===== config.mk =====
export PLATFORM = sky130hd
export DESIGN_NAME = track_closest_point_finder_top
export DESIGN_NICKNAME = d
export VERILOG_FILES = /design/src/hw/rtl/tcpf_pkg.sv /design/src/hw/rtl/tcpf_isqrt.sv /design/src/hw/rtl/tcpf_dpath.sv /design/src/hw/rtl/tcpf_ctrl.sv /design/src/hw/rtl/track_closest_point_finder_top.sv
export SDC_FILE = /design/constraint.sdc
export NUM_CORES = 2
export LEC_CHECK = 0
export BUFFER_PORTS_ARGS = -buffer_cell sky130_fd_sc_hd__buf_2
export CAP_MARGIN = 0
export CORE_UTILIZATION = 57
export CTS_CLUSTER_SIZE = 40
export DETAILED_ROUTE_END_ITERATION = 8
export PLACE_DENSITY = 0.74
export SYNTH_ARGS = -nofsm -noshare
export SYNTH_HDL_FRONTEND = slang
export SYNTH_HIERARCHICAL = 1
export SYNTH_SLANG_ARGS = --single-unit

===== constraint.sdc =====
create_clock -name clk -period 20.1 [get_ports clk]
set_input_delay 3.015 -clock clk [delete_from_list [all_inputs] [get_ports clk]]
set_output_delay 3.015 -clock clk [all_outputs]
set_load 0.02 [all_outputs]

===== src/hw/rtl/tcpf_pkg.sv =====
// Shared constants, codes and command types of the track closest point finder.
`default_nettype none
package tcpf_pkg;

	localparam int COORD_BITS    = 24;
	localparam int DIFF_BITS     = COORD_BITS + 1;
	localparam int DSQ_BITS      = 2 * DIFF_BITS;
	localparam int DIST_BITS     = COORD_BITS + 1;
	localparam int ROOT_REM_BITS = DIST_BITS + 2;
	localparam int ROOT_STEPS    = DIST_BITS;
	localparam int ROOT_CNT_BITS = $clog2(ROOT_STEPS);
	localparam int CFG_IDX_BITS  = 3;

	typedef enum logic [CFG_IDX_BITS-1:0] {
		REG_START_X = 3'd0,
		REG_START_Y = 3'd1,
		REG_START_Z = 3'd2,
		REG_END_X   = 3'd3,
		REG_END_Y   = 3'd4,
		REG_END_Z   = 3'd5
	} cfg_reg_t;

	typedef enum logic [1:0] {
		AXIS_X = 2'd0,
		AXIS_Y = 2'd1,
		AXIS_Z = 2'd2
	} axis_t;

	// Commands from controller to datapath
	typedef struct packed {
		logic  load;       // take a new point, square its x differences
		logic  mul;        // square the differences on axis
		axis_t axis;
		logic  update;     // finish the sums, keep the smaller distance
		logic  root_load;  // start square roots of the kept minima
		logic  root_step;  // one root digit
		logic  out_load;   // fill the result register, clear minima
	} dp_cmd_t;

endpackage
`default_nettype wire


===== src/hw/rtl/tcpf_isqrt.sv =====
// Digit-by-digit integer square root, one result bit per step.
`default_nettype none
module tcpf_isqrt
	import tcpf_pkg::*;
(
	input  wire logic                 clk,
	input  wire logic                 load,
	input  wire logic                 step,
	input  wire logic [DSQ_BITS-1:0]  radicand,
	output logic      [DIST_BITS-1:0] root
);

	logic [DSQ_BITS-1:0]      rad_q;
	logic [ROOT_REM_BITS-1:0] rem_q;
	logic [DIST_BITS-1:0]     root_q;
	logic [ROOT_REM_BITS-1:0] rem_sh;
	logic [ROOT_REM_BITS-1:0] trial;
	logic                     fits;

	// remainder stays below 2*root, so the shifted value fits
	assign rem_sh = {rem_q[ROOT_REM_BITS-3:0], rad_q[DSQ_BITS-1 -: 2]};
	assign trial  = {root_q, 2'b01};
	assign fits   = rem_sh >= trial;

	always_ff @(posedge clk) begin
		if (load) begin
			rad_q  <= radicand;
			rem_q  <= '0;
			root_q <= '0;
		end else if (step) begin
			rad_q  <= {rad_q[DSQ_BITS-3:0], 2'b00};
			rem_q  <= fits ? rem_sh - trial : rem_sh;
			root_q <= {root_q[DIST_BITS-2:0], fits};
		end
	end

	assign root = root_q;

endmodule
`default_nettype wire


===== src/hw/rtl/tcpf_dpath.sv =====
// Datapath: reference registers, squared distances, running minima, roots, result register.
`default_nettype none
module tcpf_dpath
	import tcpf_pkg::*;
(
	input  wire logic                          clk,
	input  wire logic                          arst_n,
	input  wire logic                          cfg_we,
	input  wire logic [CFG_IDX_BITS-1:0]       cfg_index,
	input  wire logic [COORD_BITS-1:0]         cfg_data,
	input  wire dp_cmd_t                       cmd,
	input  wire logic signed [COORD_BITS-1:0]  step_x,
	input  wire logic signed [COORD_BITS-1:0]  step_y,
	input  wire logic signed [COORD_BITS-1:0]  step_z,
	output logic signed [COORD_BITS-1:0]       near_start_x,
	output logic signed [COORD_BITS-1:0]       near_start_y,
	output logic signed [COORD_BITS-1:0]       near_start_z,
	output logic        [DIST_BITS-1:0]        start_distance,
	output logic signed [COORD_BITS-1:0]       near_end_x,
	output logic signed [COORD_BITS-1:0]       near_end_y,
	output logic signed [COORD_BITS-1:0]       near_end_z,
	output logic        [DIST_BITS-1:0]        end_distance
);

	function automatic logic [DSQ_BITS-1:0] sq_diff(input logic [COORD_BITS-1:0] a,
		input logic [COORD_BITS-1:0] b);
		logic [DIFF_BITS-1:0] d;
		logic [DIFF_BITS-1:0] m;
		d = {a[COORD_BITS-1], a} - {b[COORD_BITS-1], b};
		m = d[DIFF_BITS-1] ? DIFF_BITS'(~d + 1'b1) : d;
		return DSQ_BITS'(m) * DSQ_BITS'(m);
	endfunction

	logic [COORD_BITS-1:0] ref_s_q [3];
	logic [COORD_BITS-1:0] ref_e_q [3];
	logic [COORD_BITS-1:0] pt_q    [3];
	logic [COORD_BITS-1:0] best_s_pt_q [3];
	logic [COORD_BITS-1:0] best_e_pt_q [3];
	logic [DSQ_BITS-1:0]   best_s_q, best_e_q;
	logic [DSQ_BITS-1:0]   prod_s_q, prod_e_q;
	logic [DSQ_BITS-1:0]   acc_s_q, acc_e_q;
	logic [DSQ_BITS-1:0]   dsq_s, dsq_e;
	logic [COORD_BITS-1:0] op_pt, op_rs, op_re;
	logic [DIST_BITS-1:0]  root_s, root_e;
	logic [COORD_BITS-1:0] out_s_q [3];
	logic [COORD_BITS-1:0] out_e_q [3];
	logic [DIST_BITS-1:0]  out_sd_q, out_ed_q;

	// configuration, indexes past the list are dropped
	always_ff @(posedge clk or negedge arst_n) begin
		if (!arst_n) begin
			for (int i = 0; i < 3; i++) begin
				ref_s_q[i] <= '0;
				ref_e_q[i] <= '0;
			end
		end else if (cfg_we) begin
			unique case (cfg_index)
				REG_START_X: ref_s_q[0] <= cfg_data;
				REG_START_Y: ref_s_q[1] <= cfg_data;
				REG_START_Z: ref_s_q[2] <= cfg_data;
				REG_END_X:   ref_e_q[0] <= cfg_data;
				REG_END_Y:   ref_e_q[1] <= cfg_data;
				REG_END_Z:   ref_e_q[2] <= cfg_data;
				default: ;
			endcase
		end
	end

	// operand select: x from the ports on load, y or z from the held point
	always_comb begin
		op_pt = step_x;
		op_rs = ref_s_q[0];
		op_re = ref_e_q[0];
		if (!cmd.load) begin
			unique case (cmd.axis)
				AXIS_Y: begin
					op_pt = pt_q[1];
					op_rs = ref_s_q[1];
					op_re = ref_e_q[1];
				end
				AXIS_Z: begin
					op_pt = pt_q[2];
					op_rs = ref_s_q[2];
					op_re = ref_e_q[2];
				end
				default: begin
					op_pt = pt_q[0];
					op_rs = ref_s_q[0];
					op_re = ref_e_q[0];
				end
			endcase
		end
	end

	always_ff @(posedge clk) begin
		if (cmd.load) begin
			pt_q[0] <= step_x;
			pt_q[1] <= step_y;
			pt_q[2] <= step_z;
		end
		if (cmd.load || cmd.mul) begin
			prod_s_q <= sq_diff(op_pt, op_rs);
			prod_e_q <= sq_diff(op_pt, op_re);
		end
		if (cmd.mul) begin
			acc_s_q <= (cmd.axis == AXIS_Y) ? prod_s_q : acc_s_q + prod_s_q;
			acc_e_q <= (cmd.axis == AXIS_Y) ? prod_e_q : acc_e_q + prod_e_q;
		end
	end

	assign dsq_s = acc_s_q + prod_s_q;
	assign dsq_e = acc_e_q + prod_e_q;

	// running minima; strict compare keeps the earliest point on ties
	always_ff @(posedge clk or negedge arst_n) begin
		if (!arst_n) begin
			best_s_q <= '1;
			best_e_q <= '1;
			for (int i = 0; i < 3; i++) begin
				best_s_pt_q[i] <= '0;
				best_e_pt_q[i] <= '0;
			end
		end else if (cmd.out_load) begin
			best_s_q <= '1;
			best_e_q <= '1;
			for (int i = 0; i < 3; i++) begin
				best_s_pt_q[i] <= '0;
				best_e_pt_q[i] <= '0;
			end
		end else if (cmd.update) begin
			if (dsq_s < best_s_q) begin
				best_s_q    <= dsq_s;
				best_s_pt_q <= pt_q;
			end
			if (dsq_e < best_e_q) begin
				best_e_q    <= dsq_e;
				best_e_pt_q <= pt_q;
			end
		end
	end

	tcpf_isqrt u_root_s (
		.clk      (clk),
		.load     (cmd.root_load),
		.step     (cmd.root_step),
		.radicand (best_s_q),
		.root     (root_s)
	);

	tcpf_isqrt u_root_e (
		.clk      (clk),
		.load     (cmd.root_load),
		.step     (cmd.root_step),
		.radicand (best_e_q),
		.root     (root_e)
	);

	always_ff @(posedge clk) begin
		if (cmd.out_load) begin
			out_s_q  <= best_s_pt_q;
			out_e_q  <= best_e_pt_q;
			out_sd_q <= root_s;
			out_ed_q <= root_e;
		end
	end

	assign near_start_x   = out_s_q[0];
	assign near_start_y   = out_s_q[1];
	assign near_start_z   = out_s_q[2];
	assign start_distance = out_sd_q;
	assign near_end_x     = out_e_q[0];
	assign near_end_y     = out_e_q[1];
	assign near_end_z     = out_e_q[2];
	assign end_distance   = out_ed_q;

endmodule
`default_nettype wire


===== src/hw/rtl/tcpf_ctrl.sv =====
// Controller: sequences the per-point distance steps, the roots and the result handshake.
`default_nettype none
module tcpf_ctrl
	import tcpf_pkg::*;
(
	input  wire logic clk,
	input  wire logic arst_n,
	input  wire logic in_valid,
	input  wire logic last_step,
	output logic      in_stall,
	output logic      out_valid,
	input  wire logic out_stall,
	output dp_cmd_t   cmd
);

	typedef enum logic [6:0] {
		S_IDLE    = 7'b0000001,
		S_MUL_Y   = 7'b0000010,
		S_MUL_Z   = 7'b0000100,
		S_CMP     = 7'b0001000,
		S_ROOT_LD = 7'b0010000,
		S_ROOT    = 7'b0100000,
		S_EMIT    = 7'b1000000
	} ctrl_state_t;

	ctrl_state_t              state_q, state_d;
	logic                     last_q;
	logic                     out_valid_q;
	logic [ROOT_CNT_BITS-1:0] cnt_q;
	logic                     accept;
	logic                     out_free;

	assign in_stall = !((state_q == S_IDLE) || ((state_q == S_CMP) && !last_q));
	assign accept   = in_valid && !in_stall;
	assign out_free = !out_valid_q || !out_stall;

	always_comb begin
		state_d = state_q;
		cmd     = '0;
		cmd.axis = AXIS_X;
		unique case (state_q)
			S_IDLE: begin
				if (in_valid) begin
					cmd.load = 1'b1;
					state_d  = S_MUL_Y;
				end
			end
			S_MUL_Y: begin
				cmd.mul  = 1'b1;
				cmd.axis = AXIS_Y;
				state_d  = S_MUL_Z;
			end
			S_MUL_Z: begin
				cmd.mul  = 1'b1;
				cmd.axis = AXIS_Z;
				state_d  = S_CMP;
			end
			S_CMP: begin
				cmd.update = 1'b1;
				if (last_q) begin
					state_d = S_ROOT_LD;
				end else if (in_valid) begin
					cmd.load = 1'b1;
					state_d  = S_MUL_Y;
				end else begin
					state_d = S_IDLE;
				end
			end
			S_ROOT_LD: begin
				cmd.root_load = 1'b1;
				state_d       = S_ROOT;
			end
			S_ROOT: begin
				cmd.root_step = 1'b1;
				if (cnt_q == ROOT_CNT_BITS'(ROOT_STEPS - 1)) begin
					state_d = S_EMIT;
				end
			end
			S_EMIT: begin
				if (out_free) begin
					cmd.out_load = 1'b1;
					state_d      = S_IDLE;
				end
			end
			default: state_d = S_IDLE;
		endcase
	end

	always_ff @(posedge clk or negedge arst_n) begin
		if (!arst_n) begin
			state_q     <= S_IDLE;
			last_q      <= 1'b0;
			out_valid_q <= 1'b0;
			cnt_q       <= '0;
		end else begin
			state_q <= state_d;
			if (accept) begin
				last_q <= last_step;
			end
			if (cmd.root_load) begin
				cnt_q <= '0;
			end else if (cmd.root_step) begin
				cnt_q <= cnt_q + 1'b1;
			end
			if (cmd.out_load) begin
				out_valid_q <= 1'b1;
			end else if (!out_stall) begin
				out_valid_q <= 1'b0;
			end
		end
	end

	assign out_valid = out_valid_q;

endmodule
`default_nettype wire


===== src/hw/rtl/track_closest_point_finder_top.sv =====
// Top level of the track closest point finder: controller, datapath and checks.
`default_nettype none
// Track closest point finder. Points of one track arrive one per input
// transaction; for each of the two reference points (start, end) set through
// the write port, the block keeps the point with the smallest squared
// Euclidean distance, taking only a strictly smaller one so the earliest point
// wins ties. The point flagged last_step also takes part; after it the block
// produces one result transaction with both closest points and the floor square
// roots of their squared distances, then clears its minima for the next track.
// Sequence: x difference squared at accept, then y, then z, then the sum and
// compare; the next point is taken in the compare cycle. Two 25x25 squarers,
// one per reference, serve all three axes in turn. A last point then goes
// through the root load, the root steps (one bit per cycle, both roots in
// parallel) and the fill of the result register, which lets the next track
// start while a result waits. Coordinates are signed with 4 fractional bits;
// distances are in the same 1/16 unit. Write the references only while idle.
module track_closest_point_finder_top
	import tcpf_pkg::*;
(
	input  wire logic                          clk,
	input  wire logic                          arst_n,
	input  wire logic                          cfg_we,
	input  wire logic [CFG_IDX_BITS-1:0]       cfg_index,
	input  wire logic [COORD_BITS-1:0]         cfg_data,
	input  wire logic                          in_valid,
	output logic                               in_stall,
	input  wire logic signed [COORD_BITS-1:0]  step_x,
	input  wire logic signed [COORD_BITS-1:0]  step_y,
	input  wire logic signed [COORD_BITS-1:0]  step_z,
	input  wire logic                          last_step,
	output logic                               out_valid,
	input  wire logic                          out_stall,
	output logic signed [COORD_BITS-1:0]       near_start_x,
	output logic signed [COORD_BITS-1:0]       near_start_y,
	output logic signed [COORD_BITS-1:0]       near_start_z,
	output logic        [DIST_BITS-1:0]        start_distance,
	output logic signed [COORD_BITS-1:0]       near_end_x,
	output logic signed [COORD_BITS-1:0]       near_end_y,
	output logic signed [COORD_BITS-1:0]       near_end_z,
	output logic        [DIST_BITS-1:0]        end_distance
);

	dp_cmd_t cmd;

	tcpf_ctrl u_ctrl (
		.clk       (clk),
		.arst_n    (arst_n),
		.in_valid  (in_valid),
		.last_step (last_step),
		.in_stall  (in_stall),
		.out_valid (out_valid),
		.out_stall (out_stall),
		.cmd       (cmd)
	);

	tcpf_dpath u_dpath (
		.clk            (clk),
		.arst_n         (arst_n),
		.cfg_we         (cfg_we),
		.cfg_index      (cfg_index),
		.cfg_data       (cfg_data),
		.cmd            (cmd),
		.step_x         (step_x),
		.step_y         (step_y),
		.step_z         (step_z),
		.near_start_x   (near_start_x),
		.near_start_y   (near_start_y),
		.near_start_z   (near_start_z),
		.start_distance (start_distance),
		.near_end_x     (near_end_x),
		.near_end_y     (near_end_y),
		.near_end_z     (near_end_z),
		.end_distance   (end_distance)
	);

	// a pending result is never overwritten
	a_no_overwrite: assert property (@(posedge clk) disable iff (!arst_n)
		cmd.out_load |-> (!out_valid || !out_stall))
		else $error("result register overwritten while stalled");

	// an accepted point always goes on to its y step
	a_accept_then_y: assert property (@(posedge clk) disable iff (!arst_n)
		(in_valid && !in_stall) |=> (cmd.mul && cmd.axis == AXIS_Y))
		else $error("accepted point not followed by y step");

	// root load is followed by root steps
	a_root_seq: assert property (@(posedge clk) disable iff (!arst_n)
		cmd.root_load |=> cmd.root_step)
		else $error("root load not followed by root step");

	// no new point while the roots run or a result is written
	a_no_load_in_root: assert property (@(posedge clk) disable iff (!arst_n)
		!(cmd.load && (cmd.root_load || cmd.root_step || cmd.out_load)))
		else $error("point loaded during root or result phase");

endmodule
`default_nettype wire


==> results by group <==
Floorplan
  – Die ar.: 159000 um2
  – CORE AREA: 156000 um2
  – Initial Util: 0.574
  – Rows: 145
  – # IOs: 301
  – Die W: 399 um
  – Die H: 399 um

Place
  – Routability Congestion: around 1
  – Hpwl dp: 178000 um
  – IO buf count: 300

Clocking
  – Post-CTS Hold Fix Bufs: 0
  – Clock Sinks: about 1100
  – H-Tree Depth: 3
  – CTS max path bufs: 3
  – TritonCTS clock tree: yes
  – Clock Pin Slew Worst Setup and Hold Paths: 0.06 ns
  – Post-cts resize count: 0
  – Clk Latency, worst-skew pair: 0.80 ns
  – Post-CTS Setup Inserts: 0
  – Root Driver: clkbuf_16
  – CTS Buf Count: 108

GRT
  – Initial antenna violation count: 13
  – Overflow after GRT: 0
  – Number of global-route vias before repair: around 67000
  – Pin count of the biggest net entering global routing: 224
  – Total track usage: 0.297
  – Global-route wire length before repair: approximately 370000 um

Flow run
  – Maxcap violations: 0

Timing
  – Final worst-path cycle share: 0.808
  – Hold Vio Cnt, Final: 0
  – Clock skew: about 0.11 ns
  – Fmax: 61.6 MHz
  – Endpoints failing setup: 0
  – Post-layout min period: 16.23 ns
  – Final-report max-slew violation count: 0
  – Slew Limit Headroom: 0.0589
  – Total negative slack: 0 ns
  – Unrepaired setup endpoints after global routing: false
  – Worst-Margin Slew: 1.40 ns

Synth
  – Yosys warnings: 6
  – Most common cell in the netlist: inv_1
  – Post-synthesis cell type count: 118
  – Syn avg cell area: 10.4 um2
  – Cell count after synthesis: 8636
  – Yosys reg bits: 1066
  – Post-Syn Area: 89800 um2
  – Area leader, netlist: fa_1
  – Asr flop ratio synth: 0.377
  – Post-synth EDFFs: 564
  – Synth top cells by count: 1441 x inv_1, 937 x fa_1, 757 x nor2_1, 659 x ha_1, 622 x nand2_1
  – Share of the synthesized area in the top cell type: 0.209
  – Sequential-to-total area share from yosys stat: 0.324
  – Synth area leaders: fa_1 21%, edfxtp_1 19%, ha_1 9.2%
  – Post-synth top flop: edfxtp_1

Worst setup path
  – Worst-path maximum fanout: 55
  – Flop-to-flop setup slack: 3.92 ns
  – Slowest CP cell: fa_1
  – Largest stage delay, worst path: 0.55 ns
  – CP Class: primary input to register
  – WP buf/inv: 12
  – R2R depth: 50
  – Startpoint Class: primary input
  – CP top delay family: adder cells
  – Worst path required time: 20.56 ns
  – CP endpoint kind: register
  – Capturing point of the worst reg2reg path: u_dpath/prod_s_q[49]$_DFFE_PP_
  – CP arrival: 16.69 ns
  – Crit Reg-Reg Startpoint: u_ctrl/state_q[5]$_DFFE_PN0P_

Detailed routing
  – DR iter-0 viols: just under 6000
  – Post-Route WL: 233000 um
  – Vias/cell: 5.85
  – Routed Antenna Nets: 0
  – DRC: 0
  – Vias: 64412
  – Pre-antenna DRT Iters: 9
  – DR WL/cell: 21.2 um

Worst hold path
  – Worst hold path type: register to register
  – Hold worst-path end: u_dpath/near_start_x[18]$_DFFE_PP_
  – Hold path depth: 0
  – HP Start: u_dpath/best_s_pt_q[66]$_DFFE_PN0P_

Run status
  – Status: completed

Layout
  – Area growth, synth to finish: 8.52%
  – Layout cells sized above 1: 0.125
  – Net count reported at finish: 10549
==> area by class of cell <==
cell class / count / area, um2
diodes: 11 / 27.5
clock buffers: 144 / 3050
clock inverters: 60 / 833
fillers: 12428 / 58900
inverters: 1461 / 5480
multi-input cells: 5820 / 54200
flip-flops and latches: 1066 / 29100
well taps: 2058 / 2570
repair buffers: 391 / 2220
==> layout by cell type (no fill, tap or decap), types with 65 or more instances in the layout <==
cell and count:
inv_1 1439, fa_1 937, nor2_1 752, ha_1 656
nand2_1 622, edfxtp_1 564, a21oi_1 319, dfrtp_1 301
buf_2 299, o21ai_0 290, mux2_2 288, mux2i_1 227
xnor2_1 189, a21o_1 186, clkbuf_16 112, o211ai_1 107
xor2_1 103, dfstp_2 101, dfxtp_1 100, buf_4 89
nand3_1 82, nand2b_1 74, nor3_1 65
==> through the flow <==
stage | setup slack [ns] | hold WS, ns | util | area (um2) | std cells
finish | 3.87 | 0.436 | 0.623 | 97500 | 11011
global route | 3.06 | 0.449 | 0.623 | 97500 | 11009
CTS | 4.06 | 0.440 | 0.623 | 97400 | 11000
detailed placement | 3.28 | 0.431 | 0.598 | 93600 | 10796
global placement | 3.49 | 0.428 | 0.598 | 93600 | 10796
floorplan | 2.23 | 0.425 | - | 89900 | 8670
==> how the worst max path moves through the flow <==
stage                                             start                              to  slack (ns)  cells past startpoint
after floorplan                                in_valid  u_dpath/prod_s_q[47]$_DFFE_PP_        2.23                     51
after CTS                                      in_valid  u_dpath/prod_s_q[49]$_DFFE_PP_        4.06                     50
after global placement                         in_valid  u_dpath/prod_s_q[49]$_DFFE_PP_        3.49                     50
final                                          in_valid  u_dpath/prod_s_q[49]$_DFFE_PP_        3.87                     50
after detailed placement                       in_valid  u_dpath/prod_s_q[49]$_DFFE_PP_        3.28                     50
after global routing      u_ctrl/state_q[4]$_DFFE_PN0P_  u_dpath/prod_e_q[44]$_DFFE_PP_        3.06                     47
==> flip-flops by register name, summed over array words and instances (netlist names), 72 cells and up <==
register / count
u_dpath/best_e_pt_q: 72
u_dpath/best_s_pt_q: 72
u_dpath/pt_q: 72
u_dpath/ref_e_q: 72
u_dpath/ref_s_q: 72
==> cells by family (layout without fill, tap and decap cells) <==
group / count (synthesis) / count (layout) / synth area share
AOI/OAI and AO/OA: 1401 / 1401 / 0.105
other: 2 / 47 / 0.0000836
DFF: 1066 / 1066 / 0.324
adders and majority gates: 1599 / 1599 / 0.301
muxes: 518 / 518 / 0.0619
buffers and inverters: 1784 / 2056 / 0.0761
xor gates and xnor gates: 316 / 316 / 0.0327
and+or+nand+nor: 1950 / 1950 / 0.0988
==> routing by layer <==
metal | GRT usage | vias up | wire, um
met5 | 0 | - | 0
met4 | 0.107 | 0 | 8460
met3 | 0.0484 | 527 | 18100
met2 | 0.486 | 2563 | 110000
met1 | 0.400 | 32151 | 96300
li1 | - | 29171 | -
Power is left out: the tool's default activity adds up to more than one toggle a clock period on the data nets, which glitch-free logic cannot reach.
